## src/sv/gcsmm_pkg.sv

```systemverilog
// Shared types and constants for the grouped count, sum, minimum and maximum core.
`default_nettype none
package gcsmm_pkg;

    // Table geometry.
    localparam int NUM_ROWS = 64;
    localparam int NUM_COLS = 64;
    localparam int CELLS    = NUM_ROWS * NUM_COLS;
    localparam int CELL_AW  = (CELLS > 1) ? $clog2(CELLS) : 1;

    localparam logic [23:0] COUNT_MAX = 24'hFF_FFFF;
    localparam logic signed [31:0] SAMPLE_MAX = 32'sh7FFF_FFFF;
    localparam logic signed [31:0] SAMPLE_MIN = 32'sh8000_0000;
    localparam logic signed [63:0] SUM_MAX = 64'sh7FFF_FFFF_FFFF_FFFF;
    localparam logic signed [63:0] SUM_MIN = 64'sh8000_0000_0000_0000;

    // Request codes.
    localparam logic REQ_ACCUM = 1'b0;
    localparam logic REQ_READ  = 1'b1;

    // Status codes.
    localparam logic STATUS_OK    = 1'b0;
    localparam logic STATUS_RANGE = 1'b1;

    typedef struct packed {
        logic               req_type;
        logic [5:0]         row_index;
        logic [5:0]         col_index;
        logic signed [31:0] sample_value;
        logic               batch_end;
    } t_in_word;

    typedef struct packed {
        logic               status;
        logic [23:0]        count_out;
        logic signed [63:0] sum_out;
        logic signed [31:0] min_out;
        logic signed [31:0] max_out;
        logic               batch_end_out;
    } t_out_word;

    // One entry of the statistics memory.
    typedef struct packed {
        logic [23:0]        count;
        logic signed [63:0] sum;
        logic signed [31:0] min;
        logic signed [31:0] max;
    } t_cell;

    localparam t_cell CELL_INIT = '{
        count: 24'd0,
        sum:   64'sd0,
        min:   SAMPLE_MAX,
        max:   SAMPLE_MIN
    };

endpackage
`default_nettype wire

```

## src/sv/gcsmm_cell_upd.sv

```systemverilog
// Update datapath for one cell: saturating count and sum, running minimum and maximum.
`default_nettype none
module gcsmm_cell_upd (
    input  var gcsmm_pkg::t_cell        i_cell,
    input  var logic signed [31:0]      i_sample,
    output var gcsmm_pkg::t_cell        o_cell
);
    import gcsmm_pkg::*;

    logic signed [64:0] w_sum_wide;

    // The sum overflows exactly when the two top bits of the widened result differ.
    assign w_sum_wide = {i_cell.sum[63], i_cell.sum} + 65'(i_sample);

    always_comb begin
        o_cell.count = (i_cell.count != COUNT_MAX) ? i_cell.count + 24'd1 : i_cell.count;
        if (w_sum_wide[64] != w_sum_wide[63]) begin
            o_cell.sum = w_sum_wide[64] ? SUM_MIN : SUM_MAX;
        end else begin
            o_cell.sum = w_sum_wide[63:0];
        end
        o_cell.min = (i_sample < i_cell.min) ? i_sample : i_cell.min;
        o_cell.max = (i_sample > i_cell.max) ? i_sample : i_cell.max;
    end

endmodule
`default_nettype wire

```

## config.mk

```make
export PLATFORM = sky130hd
export DESIGN_NAME = gcsmm_cell_upd
export DESIGN_NICKNAME = d
export VERILOG_FILES = /design/src/sv/gcsmm_pkg.sv /design/src/sv/gcsmm_cell_upd.sv
export SDC_FILE = /design/constraint.sdc
export NUM_CORES = 1
export LEC_CHECK = 0
export BUFFER_PORTS_ARGS = -buffer_cell sky130_fd_sc_hd__buf_2
export CORE_AREA = 2 2 130 132
export DETAILED_ROUTE_END_ITERATION = 6
export DIE_AREA = 0 0 132 134
export PLACE_DENSITY = 0.88
export SYNTH_ARGS = -nofsm -noshare
export SYNTH_HDL_FRONTEND = slang
export SYNTH_SLANG_ARGS = --single-unit
```

## constraint.sdc

```tcl
create_clock -name vclk -period 5.1
set_clock_uncertainty 0.2 [all_clocks]
set_input_delay 1.02 -clock vclk [all_inputs]
set_output_delay 1.02 -clock vclk [all_outputs]
set_load 0.1 [all_outputs]
```

==> results of run 1 <==
-- cell usage after synthesis (all sizes together) (3+ instances only) --
| library cell | n |
|---|---|
| mux2i | 4 |
| clkbuf | 30 |
| a21o | 66 |
| o41ai | 4 |
| a21boi | 7 |
| and2 | 3 |
| nor4 | 3 |
| inv | 93 |
| nor3 | 11 |
| o21a | 12 |
| xor2 | 28 |
| o31ai | 4 |
| nand2b | 11 |
| nand4 | 44 |
| or2 | 7 |
| o21bai | 16 |
| nor2 | 39 |
| o21ai | 115 |
| a221oi | 3 |
| mux2 | 64 |
| buf | 15 |
| nand3 | 20 |
| ha | 128 |
| nand2 | 67 |
| a21oi | 99 |
| a31oi | 10 |
| nor2b | 11 |
| and3 | 9 |
| a2111oi | 3 |
| o2111ai | 4 |
| xnor2 | 52 |
| a211oi | 5 |
| or3 | 4 |
-- routing by layer --
metal	overflow	track usage, %
met5	0	7.50
met4	5	58.2
met3	0	33.4
met1	0	53.8
met2	5	84.4
-- kinds of logic after synthesis --
logic type	Yosys count	synth area share [%]
AOI/OAI and AO/OA	364	32.3
and+or+nand+nor	235	16.7
buffers and inverters	138	7.56
adders and majority gates	129	22.9
xor gates and xnor gates	80	9.89
muxes	68	10.7
-- stage by stage --
stage / util [%] / cell area, um2 / setup TNS, ns / cells
after floorplan: - / 7970 / -8.28 / 1014
after global placement: 79.8 / 13000 / -22.68 / 1753
after detailed placement: 79.8 / 13000 / -38.91 / 1753
after CTS: 86.6 / 14100 / -19.53 / 1787
-- what timing repair did --
| item | CTS |
|---|---|
| setup endpoints to repair | 128 |
| cloned | 10 |
| hold endpoints to repair | 0 |
| pin swaps | 36 |
| buffers inserted | 27 |
| resized for setup | 159 |
==> impl_summary.log, run 1 <==
[metrics] Place WS: -0.507 ns
[metrics] area of the mapped netlist: 0.00709 mm2
[metrics] I/O pin cnt: approximately 340
[metrics] number of global-route vias before repair: ~14000
[metrics] standard-cell row count: 47
[metrics] aggregate global routing overflow: 10
[metrics] status: stopped before the end
[metrics] number of distinct library cells after synthesis: slightly above 60
[metrics] Hold-fix buffers, CTS: 0
[metrics] global-route wire length before repair: between 70 and 80 mm
[metrics] number of I/O port buffers: 336
[metrics] share of the synthesized area in the top cell type: between 20% and 30%
[metrics] DIE WIDTH: roughly 130 um
[metrics] synth warn: 0
[metrics] sequential element share of the synthesized area: 0%
[metrics] mean instance size in the synthesized netlist: 6.99 um2
[metrics] largest net degree at the start of global routing: 19
[metrics] cell type with the highest aggregate area in the netlist: ha_1
[metrics] post-detailed-placement half-perimeter wirelength: 32.5 mm
[metrics] overall routing resource usage: 57.2%
[metrics] floorplan die height: ~130 um
[metrics] Area contributors post-synth: ha_1 (23%), a21o_1 (7.0%), a21oi_1 (7.0%)
[metrics] Final Wtd Congestion: 1.12
[metrics] Starting Density: a little over two fifths
[metrics] first error line in the log: [ERROR GRT-0116] Global routing finished with congestion. Check the congestion regions in the DRC Viewer.
[metrics] cell count after synthesis: 1014
[metrics] number of nets produced by synthesis: roughly 1300
[metrics] last stage the flow got to: global routing
==> run 2, diff against run 1 <==
--- a/config.mk
+++ b/config.mk
@@ -6,10 +6,9 @@
 export NUM_CORES = 1
 export LEC_CHECK = 0
 export BUFFER_PORTS_ARGS = -buffer_cell sky130_fd_sc_hd__buf_2
-export CORE_AREA = 2 2 130 132
+export CORE_UTILIZATION = 39
 export DETAILED_ROUTE_END_ITERATION = 6
-export DIE_AREA = 0 0 132 134
-export PLACE_DENSITY = 0.88
+export PLACE_DENSITY_LB_ADDON = 0.15
 export SYNTH_ARGS = -nofsm -noshare
 export SYNTH_HDL_FRONTEND = slang
 export SYNTH_SLANG_ARGS = --single-unit
==> impl_summary.log, run 2 <==
[metrics] worst stage delay on the critical path: about 0.4 ns
[metrics] Post-Place Cells: ~1800
[metrics] status: complete, but fails checks
[metrics] I/O pin cnt: ~340
[metrics] library cell appearing most often on the critical path: a221oi_4
[metrics] fraction of layout cells with a size suffix above 1: 51.5%
[metrics] Area contributors post-synth: ha_1 (23%), a21o_1 (7.0%), a21oi_1 (7.0%)
[metrics] antenna violations before repair: 6
[metrics] timing-limited maximum frequency: around 180 MHz
[metrics] class of the most critical setup path: input port to output pin
[metrics] worst min path class: input port to output pin
[metrics] number of distinct library cells after synthesis: a little over 60
[metrics] cell count after synthesis: roughly 1000
[metrics] CP Data Required Time: a little under 4 ns
[metrics] number of I/O port buffers: approximately 340
[metrics] highest net fanout along the worst path: 6
[metrics] most common library cell in the layout ignoring fill and taps: buf_4
[metrics] Pleak: 7.35 nW
[metrics] relative max-transition margin: roughly two thirds
[metrics] Routed Wire Length: between 30 and 40 mm
[metrics] # DRC: 0
[metrics] critical path endpoint category: output pin
[metrics] commonest cells after routing, fill and taps aside: buf_4 (258), buf_2 (202), buf_12 (130), ha_1 (115), inv_1 (92)
[metrics] largest net degree at the start of global routing: 17
[metrics] Starting Density: 40.4%
[metrics] area of the mapped netlist: a little over 0.007 mm2
[metrics] overall via count from detail_route: between 10000 and 15000
[metrics] max-cap violations: 0
[metrics] setup slack of the critical path after layout: -0.369 ns
[metrics] number of nets in the layout: roughly 1900
[metrics] list of cells traversed by the critical path: buf_6 -> ha_4 -> a2111oi_4 -> o21ai_2 -> a221oi_4 -> a211o_1 -> nand2_2 -> a311o_1 -> a221oi_4 -> buf_4 -> nor3b_4 -> o21bai_4 -> clkbuf_16 -> o21ai_4 -> buf_12
[metrics] register area: 0 um2
[metrics] maximum ir drop on the vdd rail: 0.339 mV
[metrics] tightest hold margin: 2.25 ns
[metrics] area delta synth->final: 107%
[metrics] Final ANT Viol Nets: 0
[metrics] via density per instance: 5.88
[metrics] die area: 0.0187 mm2
[metrics] synth warn: 0
[metrics] DIE WIDTH: between 100 and 150 um
[metrics] actual transition at the worst max-transition pin: 0.502 ns
[metrics] count of flip-flops and latches: 0
[metrics] min Tclk post-route: 5.47 ns
[metrics] floorplan die height: 137 um
[metrics] fin. max-slew vios: 0
[metrics] standard-cell row count: 48
[metrics] Final Wtd Congestion: about 0.95
[metrics] detail-routed net length per standard cell: 20.3 um
[metrics] multi-input combinational cell area: 0.00790 mm2
[metrics] number of nets produced by synthesis: about 1300
[metrics] period utilisation layout: 107%
[metrics] total core area: between 0.015 and 0.02 mm2
[metrics] share of the synthesized area in the top cell type: roughly 23%
[metrics] overall routing resource usage: 36.5%
[metrics] aggregate global routing overflow: 0
[metrics] First DRT Iteration DRCs: about 800
[metrics] Final Power: between 0.004 and 0.005 W
[metrics] violations in the final reports: setup timing
[metrics] number of global-route vias before repair: approximately 11000
[metrics] global-route wire length before repair: approximately 54 mm
[metrics] clock buffer count in the final layout: 0
[metrics] first-pass detailed-route iteration total: 5
[metrics] Hold-fix buffers, CTS: 0
[metrics] post-detailed-placement half-perimeter wirelength: between 20 and 30 mm
[metrics] leading cell type by number of instances after synthesis: ha_1
[metrics] PD cells: 319 mW/mm2
[metrics] launching element type of the critical path: input port
[metrics] fill cell count: between 900 and 1000
[metrics] Final Setup Violations: between 60 and 70
[metrics] unrepaired setup endpoints after global routing: yes
[metrics] Final Non-Filler Cells: 1830
[metrics] top cells by count, synth: ha_1 (128), a21oi_1 (99), inv_1 (93), o21ai_1 (68), nand2_1 (67)
[metrics] sequential element share of the synthesized area: 0%
[metrics] count of endpoints failing hold in the final timing report: 0
[metrics] standard cell with the maximum stage delay on the critical path: a2111oi_4
[metrics] cell type with the highest aggregate area in the netlist: ha_1
[metrics] WP data arrival: 4.25 ns
[metrics] mean instance size in the synthesized netlist: between 6 and 7 um2
run 2: stage by stage:
step	area [um2]	worst slack, ns	util [%]	setup TNS (ns)
6_report	14700	-0.369	83.8	-21.71
5_1_grt	14700	-0.485	83.8	-28.20
3_5_place_dp	13200	-0.384	75.4	-39.36
2_1_floorplan	7970	-0.577	-	-8.28
4_1_cts	14400	-0.318	81.9	-18.26
3_3_place_gp	13200	-0.324	75.4	-32.29
run 2: worst max-delay path, delay by kind of cell:
family                   cells  cell delay, ns
buffers and inverters        4            0.68
AO/OA/AOI/OAI                8            2.00
adder cells (fa/ha/maj)      1            0.25
AND/OR/NAND/NOR              2            0.30
run 2: layout make-up:
type / instances / area share [%]
multi-input cells: 877 / 53.7
well taps: 225 / 1.92
inverters: 93 / 2.39
diodes: 6 / 0.102
repair buffers: 629 / 41.8
run 2: logic make-up after synthesis:
logic type / Yosys count / share of synthesized area [%]
xor+xnor: 80 / 9.89
fa+ha+maj: 129 / 22.9
simple gates: 235 / 16.7
compound gates: 364 / 32.3
buf+inv: 138 / 7.56
mux: 68 / 10.7
run 2: what timing repair did:
item,CTS,global route
gates cloned,8,3
endpoints found under the setup margin,128,127
pin swaps,27,14
setup buffers,25,4
gates resized for setup,191,66
run 2: path summary, 6_finish.rpt:
kind / from / end / slack (ns) / cells after the start
worst min-delay path: i_cell[13] / o_cell[13] / 2.25 / 3
worst max-delay path: i_cell[70] / o_cell[78] / -0.37 / 15
run 2: per-layer routing:
metal | track usage [%] | up-vias | wire length (um) | part of all wire (%)
li1 | - | 4918 | - | -
met1 | 39.2 | 5026 | 13700 | 37
met2 | 66.8 | 637 | 18700 | 50
met3 | 5.15 | 176 | 2460 | 6.6
met4 | 23.4 | 0 | 2340 | 6.3
met5 | 0 | - | 0 | 0
run 2: where the power goes:
part | switching [W] | internal [W]
Sequential | 0 | 0
Combinational | 0.00289 | 0.00180
Clock | 0 | 0.000000000157
Total | 0.00289 | 0.00180
No activity file was read; power rests on OpenSTA's default activity.
